--- src/rtl/core/mer_pkg.sv ---
// Shared types and constants for the midpoint ellipse rasterizer.
// Holds the controller-to-datapath command and status structs and the register map.
// No dependencies.
`default_nettype none

package mer_pkg;

    localparam int DEC_W      = 48;
    localparam int PIX_W      = 12;
    localparam int COORD_W    = 10;
    localparam int COLOR_W    = 4;
    localparam int CFG_IDX_W  = 2;
    localparam int CFG_DATA_W = 10;
    localparam int M_TDATA_W  = 32;

    localparam logic [CFG_IDX_W-1:0] CFG_CENTER_X    = 2'd0;
    localparam logic [CFG_IDX_W-1:0] CFG_CENTER_Y    = 2'd1;
    localparam logic [CFG_IDX_W-1:0] CFG_PIXEL_COLOR = 2'd2;

    localparam logic [COORD_W-1:0] CENTER_X_RST = 10'd319;
    localparam logic [COORD_W-1:0] CENTER_Y_RST = 10'd239;
    localparam logic [COLOR_W-1:0] COLOR_RST    = 4'd1;

    localparam logic OP_START   = 1'b0;
    localparam logic OP_ADVANCE = 1'b1;

    typedef enum logic [2:0] {
        A_AXIS_A,
        A_AXIS_B,
        A_ASQ,
        A_BSQ,
        A_PROD
    } mul_a_sel_t;

    typedef enum logic [3:0] {
        B_ONE,
        B_THREE,
        B_AXIS_A,
        B_AXIS_B,
        B_Y,
        B_Y_M1,
        B_TWO_Y_M1,
        B_X_P1,
        B_TWO_X_P1,
        B_TWO_X_P2,
        B_TWO_X_P3
    } mul_b_sel_t;

    typedef enum logic [2:0] {
        ACC_NONE,
        ACC_LOAD,
        ACC_ADD,
        ACC_SUB,
        ACC_ASQ,
        ACC_BSQ,
        ACC_TMP
    } acc_op_t;

    typedef struct packed {
        mul_a_sel_t  a_sel;
        mul_b_sel_t  b_sel;
        acc_op_t     acc_op;
        logic [1:0]  acc_sh;
        logic        load_axes;
        logic        x_inc;
        logic        y_dec;
        logic        out_load;
        logic [1:0]  quad;
    } mer_cmd_t;

    typedef struct packed {
        logic dec_neg;
        logic left_gt;
        logic y_zero;
        logic out_free;
    } mer_sts_t;

endpackage

`default_nettype wire

--- src/rtl/core/midpoint_ellipse_rasterizer.sv ---
// Top level of the midpoint ellipse rasterizer: stream ports, configuration port,
// controller and datapath. Depends on mer_pkg, mer_ctrl and mer_dp.
`default_nettype none

// A start transaction (tuser 0) latches the semi-axes a and b and emits the four
// symmetric pixels of point (0,b) around the configured centre; each advance
// transaction (tuser 1) steps one point of the quadrant walk and emits its four
// pixels, tlast on the fourth and tuser on all pixels of the final point (y = 0).
// Advances while no walk is running are taken and dropped. All decision arithmetic
// runs on one shared multiplier (at least 48 by AXIS_BITS+2 bits) followed by a
// registered accumulate stage. A start, a region 1 step, a region 2 step and the
// step that crosses into region 2 (which also computes the region 2 decision) each
// hold the block until their fourth pixel is loaded, so no new item is taken before
// then. The last pixel of one item can still wait in the output register while the
// next item is taken. Configuration writes are accepted every cycle; indices beyond
// the pixel colour are ignored.
module midpoint_ellipse_rasterizer #(
    parameter int AXIS_BITS = 10
) (
    input  wire                                   aclk,
    input  wire                                   aresetn,
    input  wire                                   s_tvalid,
    output logic                                  s_tready,
    // semi_axis_x, semi_axis_y, zero padding
    input  wire  [((2*AXIS_BITS+7)/8)*8-1:0]      s_tdata,
    // opcode
    input  wire                                   s_tuser,
    output logic                                  m_tvalid,
    input  wire                                   m_tready,
    // pixel_x, pixel_y, color, zero padding
    output logic [mer_pkg::M_TDATA_W-1:0]         m_tdata,
    output logic                                  m_tlast,
    // curve_done
    output logic                                  m_tuser,
    input  wire                                   cfg_valid,
    output logic                                  cfg_ready,
    input  wire  [mer_pkg::CFG_IDX_W-1:0]         cfg_index,
    input  wire  [mer_pkg::CFG_DATA_W-1:0]        cfg_data
);

    mer_pkg::mer_cmd_t cmd;
    mer_pkg::mer_sts_t sts;

    logic [AXIS_BITS-1:0] semi_axis_x, semi_axis_y;

    assign semi_axis_x = s_tdata[AXIS_BITS-1:0];
    assign semi_axis_y = s_tdata[2*AXIS_BITS-1:AXIS_BITS];
    assign cfg_ready   = 1'b1;

    mer_ctrl u_ctrl (
        .aclk     (aclk),
        .aresetn  (aresetn),
        .s_tvalid (s_tvalid),
        .s_tready (s_tready),
        .s_opcode (s_tuser),
        .sts      (sts),
        .cmd      (cmd)
    );

    mer_dp #(
        .AXIS_BITS (AXIS_BITS)
    ) u_dp (
        .aclk        (aclk),
        .aresetn     (aresetn),
        .cfg_wr      (cfg_valid && cfg_ready),
        .cfg_index   (cfg_index),
        .cfg_data    (cfg_data),
        .semi_axis_x (semi_axis_x),
        .semi_axis_y (semi_axis_y),
        .cmd         (cmd),
        .sts         (sts),
        .m_tvalid    (m_tvalid),
        .m_tready    (m_tready),
        .m_tdata     (m_tdata),
        .m_tlast     (m_tlast),
        .m_tuser     (m_tuser)
    );

    a_load_into_free: assert property (@(posedge aclk) disable iff (!aresetn)
        cmd.out_load |-> sts.out_free)
        else $error("pixel loaded over a pending transaction");

    a_y_never_below_zero: assert property (@(posedge aclk) disable iff (!aresetn)
        cmd.y_dec |-> !sts.y_zero)
        else $error("point y stepped below zero");

    a_no_emit_when_ready: assert property (@(posedge aclk) disable iff (!aresetn)
        s_tready |-> !cmd.out_load)
        else $error("pixel emitted while accepting input");

    a_walk_end: assert property (@(posedge aclk) disable iff (!aresetn)
        cmd.load_axes |=> !cmd.out_load)
        else $error("emission started before start arithmetic");

endmodule

`default_nettype wire

--- src/rtl/core/mer_dp.sv ---
// Datapath of the midpoint ellipse rasterizer: configuration registers, point and
// decision registers, shared multiplier with accumulate stage, and pixel output register.
// Depends on mer_pkg.
`default_nettype none

module mer_dp #(
    parameter int AXIS_BITS = 10
) (
    input  wire                               aclk,
    input  wire                               aresetn,
    input  wire                               cfg_wr,
    input  wire  [mer_pkg::CFG_IDX_W-1:0]     cfg_index,
    input  wire  [mer_pkg::CFG_DATA_W-1:0]    cfg_data,
    input  wire  [AXIS_BITS-1:0]              semi_axis_x,
    input  wire  [AXIS_BITS-1:0]              semi_axis_y,
    input  wire  mer_pkg::mer_cmd_t           cmd,
    output mer_pkg::mer_sts_t                 sts,
    output logic                              m_tvalid,
    input  wire                               m_tready,
    output logic [mer_pkg::M_TDATA_W-1:0]     m_tdata,
    output logic                              m_tlast,
    output logic                              m_tuser
);

    localparam int SQ_W   = 2 * AXIS_BITS;
    localparam int OPB_W  = AXIS_BITS + 2;
    localparam int CMP_W  = 3 * AXIS_BITS + 2;
    localparam int PROD_W = (CMP_W > mer_pkg::DEC_W) ? CMP_W : mer_pkg::DEC_W;
    localparam int PAD_W  = mer_pkg::M_TDATA_W - 2 * mer_pkg::PIX_W - mer_pkg::COLOR_W;

    logic [mer_pkg::COORD_W-1:0] center_x_reg, center_y_reg;
    logic [mer_pkg::COLOR_W-1:0] color_reg;

    logic [AXIS_BITS-1:0]        axis_a_reg, axis_b_reg;
    logic [AXIS_BITS-1:0]        point_x_reg, point_y_reg;
    logic [SQ_W-1:0]             asq_reg, bsq_reg;
    logic [PROD_W-1:0]           prod_reg, tmp_reg;
    logic [mer_pkg::DEC_W-1:0]   dec_reg;
    mer_pkg::acc_op_t            acc_op_reg;
    logic [1:0]                  acc_sh_reg;

    logic [PROD_W-1:0]           op_a;
    logic [OPB_W-1:0]            op_b, x_ext, y_ext;
    logic [PROD_W-1:0]           prod_next;
    logic [mer_pkg::DEC_W-1:0]   term;

    logic                        m_tvalid_reg;
    logic [mer_pkg::PIX_W-1:0]   m_pixel_x_reg, m_pixel_y_reg;
    logic [mer_pkg::COLOR_W-1:0] m_color_reg;
    logic                        m_last_reg, m_done_reg;

    logic [mer_pkg::PIX_W-1:0]   x_pix, y_pix, cx_pix, cy_pix, pix_x_next, pix_y_next;

    always_ff @(posedge aclk) begin
        if (!aresetn) begin
            center_x_reg <= mer_pkg::CENTER_X_RST;
            center_y_reg <= mer_pkg::CENTER_Y_RST;
            color_reg    <= mer_pkg::COLOR_RST;
        end else if (cfg_wr) begin
            unique case (cfg_index)
                mer_pkg::CFG_CENTER_X:    center_x_reg <= cfg_data;
                mer_pkg::CFG_CENTER_Y:    center_y_reg <= cfg_data;
                mer_pkg::CFG_PIXEL_COLOR: color_reg    <= cfg_data[mer_pkg::COLOR_W-1:0];
                default: ;
            endcase
        end
    end

    assign x_ext = OPB_W'(point_x_reg);
    assign y_ext = OPB_W'(point_y_reg);

    always_comb begin
        unique case (cmd.a_sel)
            mer_pkg::A_AXIS_A: op_a = PROD_W'(axis_a_reg);
            mer_pkg::A_AXIS_B: op_a = PROD_W'(axis_b_reg);
            mer_pkg::A_ASQ:    op_a = PROD_W'(asq_reg);
            mer_pkg::A_BSQ:    op_a = PROD_W'(bsq_reg);
            mer_pkg::A_PROD:   op_a = prod_reg;
            default:           op_a = '0;
        endcase
    end

    always_comb begin
        unique case (cmd.b_sel)
            mer_pkg::B_ONE:      op_b = OPB_W'(1);
            mer_pkg::B_THREE:    op_b = OPB_W'(3);
            mer_pkg::B_AXIS_A:   op_b = OPB_W'(axis_a_reg);
            mer_pkg::B_AXIS_B:   op_b = OPB_W'(axis_b_reg);
            mer_pkg::B_Y:        op_b = y_ext;
            mer_pkg::B_Y_M1:     op_b = y_ext - OPB_W'(1);
            mer_pkg::B_TWO_Y_M1: op_b = (y_ext << 1) - OPB_W'(1);
            mer_pkg::B_X_P1:     op_b = x_ext + OPB_W'(1);
            mer_pkg::B_TWO_X_P1: op_b = (x_ext << 1) + OPB_W'(1);
            mer_pkg::B_TWO_X_P2: op_b = (x_ext << 1) + OPB_W'(2);
            mer_pkg::B_TWO_X_P3: op_b = (x_ext << 1) + OPB_W'(3);
            default:             op_b = '0;
        endcase
    end

    assign prod_next = op_a * PROD_W'(op_b);
    assign term      = mer_pkg::DEC_W'(prod_reg) << acc_sh_reg;

    always_ff @(posedge aclk) begin
        prod_reg <= prod_next;
        if (acc_op_reg == mer_pkg::ACC_TMP) begin
            tmp_reg <= prod_reg;
        end
    end

    always_ff @(posedge aclk) begin
        if (!aresetn) begin
            acc_op_reg <= mer_pkg::ACC_NONE;
            acc_sh_reg <= 2'd0;
            dec_reg    <= '0;
            asq_reg    <= '0;
            bsq_reg    <= '0;
        end else begin
            acc_op_reg <= cmd.acc_op;
            acc_sh_reg <= cmd.acc_sh;
            unique case (acc_op_reg)
                mer_pkg::ACC_LOAD: dec_reg <= term;
                mer_pkg::ACC_ADD:  dec_reg <= dec_reg + term;
                mer_pkg::ACC_SUB:  dec_reg <= dec_reg - term;
                mer_pkg::ACC_ASQ:  asq_reg <= SQ_W'(prod_reg);
                mer_pkg::ACC_BSQ:  bsq_reg <= SQ_W'(prod_reg);
                default: ;
            endcase
        end
    end

    always_ff @(posedge aclk) begin
        if (!aresetn) begin
            point_x_reg <= '0;
            point_y_reg <= '0;
        end else if (cmd.load_axes) begin
            point_x_reg <= '0;
            point_y_reg <= semi_axis_y;
        end else begin
            if (cmd.x_inc) begin
                point_x_reg <= point_x_reg + AXIS_BITS'(1);
            end
            if (cmd.y_dec) begin
                point_y_reg <= point_y_reg - AXIS_BITS'(1);
            end
        end
    end

    always_ff @(posedge aclk) begin
        if (cmd.load_axes) begin
            axis_a_reg <= semi_axis_x;
            axis_b_reg <= semi_axis_y;
        end
    end

    assign x_pix  = mer_pkg::PIX_W'(point_x_reg);
    assign y_pix  = mer_pkg::PIX_W'(point_y_reg);
    assign cx_pix = mer_pkg::PIX_W'(center_x_reg);
    assign cy_pix = mer_pkg::PIX_W'(center_y_reg);

    // quadrant order: (+x,+y), (+x,-y), (-x,-y), (-x,+y)
    assign pix_x_next = cmd.quad[1] ? cx_pix - x_pix : cx_pix + x_pix;
    assign pix_y_next = (cmd.quad[1] ^ cmd.quad[0]) ? cy_pix - y_pix : cy_pix + y_pix;

    always_ff @(posedge aclk) begin
        if (!aresetn) begin
            m_tvalid_reg <= 1'b0;
        end else if (cmd.out_load) begin
            m_tvalid_reg <= 1'b1;
        end else if (m_tready) begin
            m_tvalid_reg <= 1'b0;
        end
    end

    always_ff @(posedge aclk) begin
        if (cmd.out_load) begin
            m_pixel_x_reg <= pix_x_next;
            m_pixel_y_reg <= pix_y_next;
            m_color_reg   <= color_reg;
            m_last_reg    <= &cmd.quad;
            m_done_reg    <= (point_y_reg == '0);
        end
    end

    assign sts.dec_neg  = dec_reg[mer_pkg::DEC_W-1];
    assign sts.left_gt  = tmp_reg > (prod_reg << 1);
    assign sts.y_zero   = (point_y_reg == '0);
    assign sts.out_free = !m_tvalid_reg || m_tready;

    assign m_tvalid = m_tvalid_reg;
    assign m_tdata  = {{PAD_W{1'b0}}, m_color_reg, m_pixel_y_reg, m_pixel_x_reg};
    assign m_tlast  = m_last_reg;
    assign m_tuser  = m_done_reg;

endmodule

`default_nettype wire

--- src/rtl/core/mer_ctrl.sv ---
// Controller of the midpoint ellipse rasterizer: sequences multiplier operations for
// start, region 1 and region 2 steps, then drives the four-pixel emission.
// Depends on mer_pkg.
`default_nettype none

module mer_ctrl (
    input  wire                aclk,
    input  wire                aresetn,
    input  wire                s_tvalid,
    output logic               s_tready,
    input  wire                s_opcode,
    input  wire mer_pkg::mer_sts_t sts,
    output mer_pkg::mer_cmd_t  cmd
);

    typedef enum logic [4:0] {
        IDLE,
        ST_ASQ,
        ST_BSQ,
        ST_D0,
        ST_D1,
        ST_D2,
        R1_L,
        R1_R,
        R1_TEST,
        R1_B,
        R1_A1,
        R1_A2,
        R2_I0,
        R2_I1,
        R2_I2,
        R2_I3,
        R2_I4,
        R2_I5,
        R2_WAIT,
        R2_TEST,
        R2_B,
        R2_A1,
        R2_A2,
        EMIT
    } state_t;

    state_t     state_reg, state_next;
    logic [1:0] quad_reg, quad_next;
    logic       walk_reg, walk_next;
    logic       region2_reg, region2_next;
    logic       neg_reg, neg_next;

    always_ff @(posedge aclk) begin
        if (!aresetn) begin
            state_reg   <= IDLE;
            quad_reg    <= 2'd0;
            walk_reg    <= 1'b0;
            region2_reg <= 1'b0;
            neg_reg     <= 1'b0;
        end else begin
            state_reg   <= state_next;
            quad_reg    <= quad_next;
            walk_reg    <= walk_next;
            region2_reg <= region2_next;
            neg_reg     <= neg_next;
        end
    end

    assign s_tready = (state_reg == IDLE);

    always_comb begin
        state_next   = state_reg;
        quad_next    = quad_reg;
        walk_next    = walk_reg;
        region2_next = region2_reg;
        neg_next     = neg_reg;

        cmd           = '0;
        cmd.a_sel     = mer_pkg::A_ASQ;
        cmd.b_sel     = mer_pkg::B_ONE;
        cmd.acc_op    = mer_pkg::ACC_NONE;
        cmd.acc_sh    = 2'd0;
        cmd.quad      = quad_reg;

        unique case (state_reg)
            IDLE: begin
                if (s_tvalid) begin
                    if (s_opcode == mer_pkg::OP_START) begin
                        cmd.load_axes = 1'b1;
                        region2_next  = 1'b0;
                        quad_next     = 2'd0;
                        state_next    = ST_ASQ;
                    end else if (walk_reg) begin
                        state_next = region2_reg ? R2_TEST : R1_L;
                    end
                end
            end
            ST_ASQ: begin
                cmd.a_sel  = mer_pkg::A_AXIS_A;
                cmd.b_sel  = mer_pkg::B_AXIS_A;
                cmd.acc_op = mer_pkg::ACC_ASQ;
                state_next = ST_BSQ;
            end
            ST_BSQ: begin
                cmd.a_sel  = mer_pkg::A_AXIS_B;
                cmd.b_sel  = mer_pkg::B_AXIS_B;
                cmd.acc_op = mer_pkg::ACC_BSQ;
                state_next = ST_D0;
            end
            ST_D0: begin
                cmd.a_sel  = mer_pkg::A_ASQ;
                cmd.b_sel  = mer_pkg::B_ONE;
                cmd.acc_op = mer_pkg::ACC_LOAD;
                state_next = ST_D1;
            end
            ST_D1: begin
                cmd.a_sel  = mer_pkg::A_ASQ;
                cmd.b_sel  = mer_pkg::B_AXIS_B;
                cmd.acc_op = mer_pkg::ACC_SUB;
                cmd.acc_sh = 2'd2;
                state_next = ST_D2;
            end
            ST_D2: begin
                cmd.a_sel  = mer_pkg::A_BSQ;
                cmd.b_sel  = mer_pkg::B_ONE;
                cmd.acc_op = mer_pkg::ACC_ADD;
                cmd.acc_sh = 2'd2;
                state_next = EMIT;
            end
            R1_L: begin
                cmd.a_sel  = mer_pkg::A_ASQ;
                cmd.b_sel  = mer_pkg::B_TWO_Y_M1;
                cmd.acc_op = mer_pkg::ACC_TMP;
                state_next = R1_R;
            end
            R1_R: begin
                cmd.a_sel  = mer_pkg::A_BSQ;
                cmd.b_sel  = mer_pkg::B_X_P1;
                state_next = R1_TEST;
            end
            R1_TEST: begin
                neg_next = sts.dec_neg;
                if (sts.left_gt) begin
                    state_next = R1_B;
                end else begin
                    region2_next = 1'b1;
                    state_next   = R2_I0;
                end
            end
            R1_B: begin
                cmd.a_sel  = mer_pkg::A_BSQ;
                cmd.b_sel  = mer_pkg::B_TWO_X_P3;
                cmd.acc_op = mer_pkg::ACC_ADD;
                cmd.acc_sh = 2'd2;
                if (neg_reg) begin
                    cmd.x_inc  = 1'b1;
                    state_next = EMIT;
                end else begin
                    state_next = R1_A1;
                end
            end
            R1_A1: begin
                cmd.a_sel  = mer_pkg::A_ASQ;
                cmd.b_sel  = mer_pkg::B_ONE;
                cmd.acc_op = mer_pkg::ACC_ADD;
                cmd.acc_sh = 2'd3;
                state_next = R1_A2;
            end
            R1_A2: begin
                cmd.a_sel  = mer_pkg::A_ASQ;
                cmd.b_sel  = mer_pkg::B_Y;
                cmd.acc_op = mer_pkg::ACC_SUB;
                cmd.acc_sh = 2'd3;
                cmd.x_inc  = 1'b1;
                cmd.y_dec  = 1'b1;
                state_next = EMIT;
            end
            R2_I0: begin
                cmd.a_sel  = mer_pkg::A_BSQ;
                cmd.b_sel  = mer_pkg::B_TWO_X_P1;
                state_next = R2_I1;
            end
            R2_I1: begin
                cmd.a_sel  = mer_pkg::A_PROD;
                cmd.b_sel  = mer_pkg::B_TWO_X_P1;
                cmd.acc_op = mer_pkg::ACC_LOAD;
                state_next = R2_I2;
            end
            R2_I2: begin
                cmd.a_sel  = mer_pkg::A_ASQ;
                cmd.b_sel  = mer_pkg::B_Y_M1;
                state_next = R2_I3;
            end
            R2_I3: begin
                cmd.a_sel  = mer_pkg::A_PROD;
                cmd.b_sel  = mer_pkg::B_Y_M1;
                cmd.acc_op = mer_pkg::ACC_ADD;
                cmd.acc_sh = 2'd2;
                state_next = R2_I4;
            end
            R2_I4: begin
                cmd.a_sel  = mer_pkg::A_ASQ;
                cmd.b_sel  = mer_pkg::B_AXIS_B;
                state_next = R2_I5;
            end
            R2_I5: begin
                cmd.a_sel  = mer_pkg::A_PROD;
                cmd.b_sel  = mer_pkg::B_AXIS_B;
                cmd.acc_op = mer_pkg::ACC_SUB;
                cmd.acc_sh = 2'd2;
                state_next = R2_WAIT;
            end
            R2_WAIT: begin
                state_next = R2_TEST;
            end
            R2_TEST: begin
                neg_next   = sts.dec_neg;
                state_next = sts.dec_neg ? R2_B : R2_A1;
            end
            R2_B: begin
                cmd.a_sel  = mer_pkg::A_BSQ;
                cmd.b_sel  = mer_pkg::B_TWO_X_P2;
                cmd.acc_op = mer_pkg::ACC_ADD;
                cmd.acc_sh = 2'd2;
                state_next = R2_A1;
            end
            R2_A1: begin
                cmd.a_sel  = mer_pkg::A_ASQ;
                cmd.b_sel  = mer_pkg::B_THREE;
                cmd.acc_op = mer_pkg::ACC_ADD;
                cmd.acc_sh = 2'd2;
                state_next = R2_A2;
            end
            R2_A2: begin
                cmd.a_sel  = mer_pkg::A_ASQ;
                cmd.b_sel  = mer_pkg::B_Y;
                cmd.acc_op = mer_pkg::ACC_SUB;
                cmd.acc_sh = 2'd3;
                cmd.x_inc  = neg_reg;
                cmd.y_dec  = 1'b1;
                state_next = EMIT;
            end
            EMIT: begin
                if (sts.out_free) begin
                    cmd.out_load = 1'b1;
                    quad_next    = quad_reg + 2'd1;
                    if (&quad_reg) begin
                        walk_next  = !sts.y_zero;
                        state_next = IDLE;
                    end
                end
            end
            default: begin
                state_next = IDLE;
            end
        endcase
    end

endmodule

`default_nettype wire
--- config.mk ---
export PLATFORM = sky130hd
export DESIGN_NAME = midpoint_ellipse_rasterizer
export DESIGN_NICKNAME = d
export VERILOG_FILES = /design/src/rtl/core/mer_pkg.sv /design/src/rtl/core/midpoint_ellipse_rasterizer.sv /design/src/rtl/core/mer_dp.sv /design/src/rtl/core/mer_ctrl.sv
export SDC_FILE = /design/constraint.sdc
export NUM_CORES = 2
export LEC_CHECK = 0
export BUFFER_PORTS_ARGS = -buffer_cell sky130_fd_sc_hd__buf_4
export CAP_MARGIN = 20
export CORE_MARGIN = 1
export CORE_UTILIZATION = 55
export CTS_BUF_LIST = sky130_fd_sc_hd__clkbuf_4
export DETAILED_ROUTE_END_ITERATION = 12
export GPL_ROUTABILITY_DRIVEN = 0
export PLACE_DENSITY = 0.68
export SYNTH_ARGS = -nofsm -noshare
export SYNTH_HDL_FRONTEND = slang
export SYNTH_SLANG_ARGS = --single-unit
--- constraint.sdc ---
create_clock -name aclk -period 9.25 [get_ports aclk]
set_clock_uncertainty 0.1 [all_clocks]
set_input_delay 0 -clock aclk [delete_from_list [all_inputs] [get_ports aclk]]
set_output_delay 0 -clock aclk [all_outputs]
set_load 0.03 [all_outputs]
Yosys cells after proc, flatten, opt, wreduce, memory -nomap -nowiden
Index checks and enable logic that the tools add are counted.
{"block": "word_totals", "register_bits": 294, "in_bits": 42, "out_inout_bits": 37, "elab_cells": 165}
{"block": "classes", "add_sub_neg": 15, "multipliers": 1, "order_cmp": 1, "n_eq_ne": 51, "n_shift": 1, "n_mux": 38, "bitwise": 2, "reduce_logical": 31}
{"op": "$pmux 48 s5", "n": 1}
{"op": "$pmux 48 s3", "n": 1}
{"op": "$pmux 12 s11", "n": 1}
{"op": "$pmux 5 s22", "n": 1}
{"op": "$pmux 7 s15", "n": 1}
{"op": "$add 48x48->48", "n": 1}
{"op": "$gt 48x48->1", "n": 1}
{"op": "$mul 48x12->48", "n": 1}
{"op": "$shl 48x2->48", "n": 1}
{"op": "$sub 48x48->48", "n": 1}
{"op": "$eq 5x4->1 const B", "n": 8}
{"op": "$eq 5x5->1 const B", "n": 8}
{"op": "$mux 5", "n": 7}
{"op": "$add 11x2->12 const B", "n": 2}
{"op": "$mux 12", "n": 2}
{"op": "$add 10x10->11", "n": 2}
{"op": "$sub 10x10->11", "n": 2}
{"op": "$eq 5x3->1 const B", "n": 4}
{"op": "$mux 10", "n": 2}
{"op": "$pmux 3 s6", "n": 1}
{"op": "$eq 4x3->1 const B", "n": 4}
{"op": "$reduce_and 4->1", "n": 4}
{"op": "$mux 1", "n": 13}
{"op": "$add 11x1->12 const B", "n": 1}
{"op": "41 further kinds", "n": 70}

Depth between registers and ports, before layout
{"block": "logic_depth", "word_depth": 6, "ltp_mapped": 35, "mapped_depth_nobuf": 32}

Modules after synthesis
A second synthesis with hierarchy kept.
{"block": "unflattened", "hier_cells": 4036, "hier_area_um2": 34408.0}
{"module": "mer_dp", "instances": 1, "cells_per_inst": 3861, "area_each_um2": 33166.8, "seq_area_each_um2": 6666.4}
{"module": "mer_ctrl", "instances": 1, "cells_per_inst": 173, "area_each_um2": 1229.9, "seq_area_each_um2": 200.2}
{"module": "midpoint_ellipse_rasterizer", "instances": 1, "cells_per_inst": 2, "area_each_um2": 11.3, "seq_area_each_um2": 0.0}

Worst setup path before layout
OpenSTA, ideal clock, no wires.
{"block": "synth_timing", "path_type": "register to register", "from": "register u_ctrl.state_reg[4]", "to": "register u_dp.prod_reg[44]", "setup_time_ns": 0.128, "t_arrival_ns": 7.638, "required_time_ns": 9.022, "path_slack_ns": 1.384, "stages_incl_launch_ff": 33, "path_buffers": 5, "period_less_slack_ns": 7.866, "cell_sequence": "dfxtp_1 clkbuf_1 clkbuf_1 clkbuf_1 nor2_1 a21boi_0 o21ai_0 a22oi_1 clkbuf_1 clkbuf_1 a22oi_1 nand2_1 nand2_1 fa_1 inv_1 fa_1 fa_1 fa_1 inv_1 fa_1 inv_1 ha_1 nand2_1 o21ai_0 or3_1 a221oi_1 nand2_1 o221ai_1 o211ai_1 a31oi_1 nand3b_1 mux2i_1 a221oi_1"}
{"block": "synth_via", "elab_chain_cells": 6, "word_cells_on_any_way": 39, "cone_classes": "mul (1); eq/ne (31); mux (3); reduce/logical (4)"}
{"element": "start, declared", "line": "mer_ctrl.sv:43", "rtl": "state_t state_reg, state_next;"}
{"element": "start signal, assigned", "line": "mer_ctrl.sv:57", "rtl": "state_reg <= state_next;"}
{"element": "$eq 5x4->1, or another cell as far along", "line": "mer_ctrl.sv:81", "rtl": "unique case (state_reg)"}
{"element": "$reduce_or 2->1 (no line)"}
{"element": "$pmux 7 s15 *", "line": "mer_ctrl.sv:81"}
{"element": "$eq 4x4->1, or another cell as far along", "line": "mer_dp.sv:84", "rtl": "unique case (cmd.b_sel)"}
{"element": "$pmux 12 s11 or $pmux 48 s5 (tied branches)", "line": "mer_dp.sv:84, mer_dp.sv:73"}
{"element": "$mul 48x12->48 *", "line": "mer_dp.sv:100", "rtl": "assign prod_next = op_a * PROD_W'(op_b);"}
{"element": "via u_dp.prod_next[44]", "line": "mer_dp.sv:44", "rtl": "logic [PROD_W-1:0] prod_next;"}
{"element": "end signal, assigned", "line": "mer_dp.sv:104", "rtl": "prod_reg <= prod_next;"}
{"element": "end, declared", "line": "mer_dp.sv:37", "rtl": "logic [PROD_W-1:0] prod_reg, tmp_reg;"}
Mark *: on every way through the listed nets, which the timed path passes. The rest lies on a longest branch.
A chain may end at the register's enable or synchronous reset.

Final worst setup path
{"block": "layout_timing", "from": "register u_ctrl.state_reg[2]", "to": "register u_dp.prod_reg[47]"}
The elaborated chain is that of the path after synthesis.

==> impl_metrics.yaml <==
floorplan:
  design.core.area_um2: 60600
  die_area_um2: 62500
  io_pins: 79
  rows: 90
  die_x_um: 250
  die_h_um: 250
  start_util_pct: 55.8
critical_path:
  start_kind: "flip-flop"
  max_stage_delay_ns: 0.75
  timing.rr.start: "u_ctrl.state_reg[2]"
  critPathSlowestCell: "dfxtp_1"
  crit_start: "u_ctrl.state_reg[2]"
  cp_max_fo: 20
  cp_top_family: "compound AO/OA/AOI/OAI gates"
  cpMostUsedCell: "fa_1"
  cp.required_ns: 9.82
  rrSetupSlack_ns: 0.50
  end_kind: "flip-flop"
  crit_buf_inv: 4
  worst_ep_arrival_time_ns: 9.32
  path_class: "reg2reg"
clocking:
  cts-root-buf: "clkbuf_4"
  cts-buffers-inserted: 80
  cts_tree: "yes"
  clockBufferDepth: 3
  htreeDepth: 3
  postCtsSetupBuffers: 0
  cts.clk_slew.worst_paths_ns: 0.07
  clock-sinks: 294
  clk_latency_ns: 0.80
yosys:
  ys_ff_latch: 294
  synth-seq-area-share_pct: 20.3
  synth_edf_count: 98
  netlist_area_um2: 33800
  synth_cells: 3960
  async_flop_share_pct: 0
  ys_warn_count: 0
  syn_avg_cell_area_um2: 8.54
  synth_ff_type: "dfxtp_1"
  ys_types: 98
sta:
  max_slew_margin_pct: 31.2
  final-hold-violation-count: 0
  setup-tns-final_ns: 0
  setup_ws_ns: 0.505
  worstMarginPinSlew_ns: 1.03
  timing.fmax_mhz: 114
  rsz0062_at_grt: "no"
  finalSetupViolCount: 0
  slew_violations: 0
  min_period_ns: 8.75
  timing.final.crit_share_pct: 94.5
routing:
  drtAntennaViolNets: 0
  top_layer: "met5"
  wl_met1_mm: 41.6
  route.met3.wl_mm: 6.44
  num_vias: 28291
  dr.pass1.iters: 8
  via_per_inst: 5.76
  wirelength_mm: 91.4
  dr.first_iter.drc_count: 2452
  wl_met2_mm: 41.2
  route.detailed.wl_per_inst_um: 18.6
  drc_errors: 0
power_and_ir_drop:
  power.total_mw: 7.16
  ir_drop_uv: 171
  p_leak_nw: 16.3
  power_density_nw_per_um2: 193
global_route:
  grt_max_degree: 86
  grt_pass1_vias: 28179
  grt_pass1_wl_mm: 149
  grtUsageTotal_pct: 29.7
  grt-ovfl-total: 0
  antenna_found_initial: 4
placement:
  hpwl_mm: 68.3
  postPlaceCellArea_um2: 35100
  io_buffers: 69
  dp_worst_setup_slack_ns: 0.497
cells_and_area:
  drive_gt1_share_pct: 7.92
  post-route-cell-area_um2: 37000
  nets: 4714
  syn_to_final_growth_pct: 9.44
  final_util_pct: 61.1
flow_run:
  drv_cap: 0
hold_path:
  holdCritPathClass: "in2reg"
  min_from: "m_tready"
run_status:
  outcome: "complete, no violations"
kinds of logic (layout without fill, tap and decap cells):
logic type,count (synthesis),after routing,share of synthesized area [%]
AOI/OAI and AO/OA,739,739,13.9
muxes,79,79,3.26
xor gates and xnor gates,180,180,4.89
DFF,294,294,20.3
other,2,9,0.0222
adders and majority gates,607,607,31.4
and+or+nand+nor,1302,1302,17.6
buffers and inverters,757,921,8.63
cell usage after synthesis, types with 14 or more instances:
library cell | instances | area (um2)
and3_1 | 16 | 100
a31oi_1 | 18 | 113
o21ai_0 | 137 | 686
xor2_1 | 38 | 333
clkbuf_1 | 166 | 623
inv_1 | 555 | 2080
a22oi_1 | 38 | 285
o21bai_1 | 25 | 188
xnor2_1 | 137 | 1200
a21oi_1 | 257 | 1290
nand2_1 | 636 | 2390
edfxtp_1 | 98 | 2940
a222oi_1 | 16 | 160
and2_1 | 71 | 444
a221oi_1 | 14 | 123
nand3_1 | 75 | 375
dfxtp_1 | 196 | 3920
nand2b_1 | 54 | 338
o211ai_1 | 19 | 143
nand4_1 | 26 | 163
mux4_2 | 14 | 315
fa_1 | 404 | 8090
o21a_1 | 19 | 143
nor2b_1 | 32 | 200
or3_1 | 15 | 93.8
a211oi_1 | 20 | 150
ha_1 | 203 | 2540
nor2_1 | 255 | 957
mux2i_1 | 51 | 510
a21o_1 | 73 | 548
nor3_1 | 41 | 205
worst min-delay path, cell delays in order:
cell and delay (ns):
dlygate4sd3_1 0.52, buf_4 0.09, nand2b_1 0.16, a21oi_1 0.08
report_power, final:
group          internal (mW)  switching [mW]  total, mW
clock network          0.601           0.596       1.20
registers               1.49           0.189       1.68
logic                   1.54            2.75       4.29
routing by layer:
layer / vias up / track usage, %
met2: 1042 / 46.8
met5: - / 0
met1: 13856 / 42.7
li1: 13255 / -
met3: 136 / 3.81
met4: 2 / 9.10
cells in the final DEF (no fill, tap or decap), drive strengths merged, types with 75 or more instances in the layout:
cell / n
ha: 203
edfxtp: 98
inv: 561
buf: 134
dlygate4sd3: 83
fa: 404
clkbuf: 114
xnor2: 138
a21oi: 258
nand3: 75
o21ai: 143
nor2: 257
dfxtp: 196
nand2: 636
repair_timing:
action	in CTS	in global routing
setup endpoints to repair	0	1
gates resized for setup	0	1
hold buffers	83	0
endpoints found under the hold margin	127	0
path summary, 6_finish.rpt:
path | depth (start not counted) | endpoint
hold / removal | 4 | u_dp.m_tvalid
setup reg to reg | 28 | u_dp.prod_reg[47]
hold reg to reg | 0 | u_dp.m_color_reg[3]
setup / recovery | 28 | u_dp.prod_reg[47]
cell type report:
type	count	area (um2)
Multi-Input combinational cell	2912	24100
Fill cell	5394	23600
Sequential cell	294	6870
Inverter	559	2100
Timing Repair Buffer	218	1940
Tap cell	782	978
Clock buffer	114	856
Clock inverter	30	161
Antenna cell	4	10.0
stage by stage:
step,hold WS (ns),instances
2_1_floorplan,-0.00113,3963
3_3_place_gp,0.0789,4680
3_5_place_dp,0.0797,4680
4_1_cts,0.000694,4907
5_1_grt,0.0235,4913
6_report,0.0419,4913
Note: power is estimated with default switching activity, not from simulation.
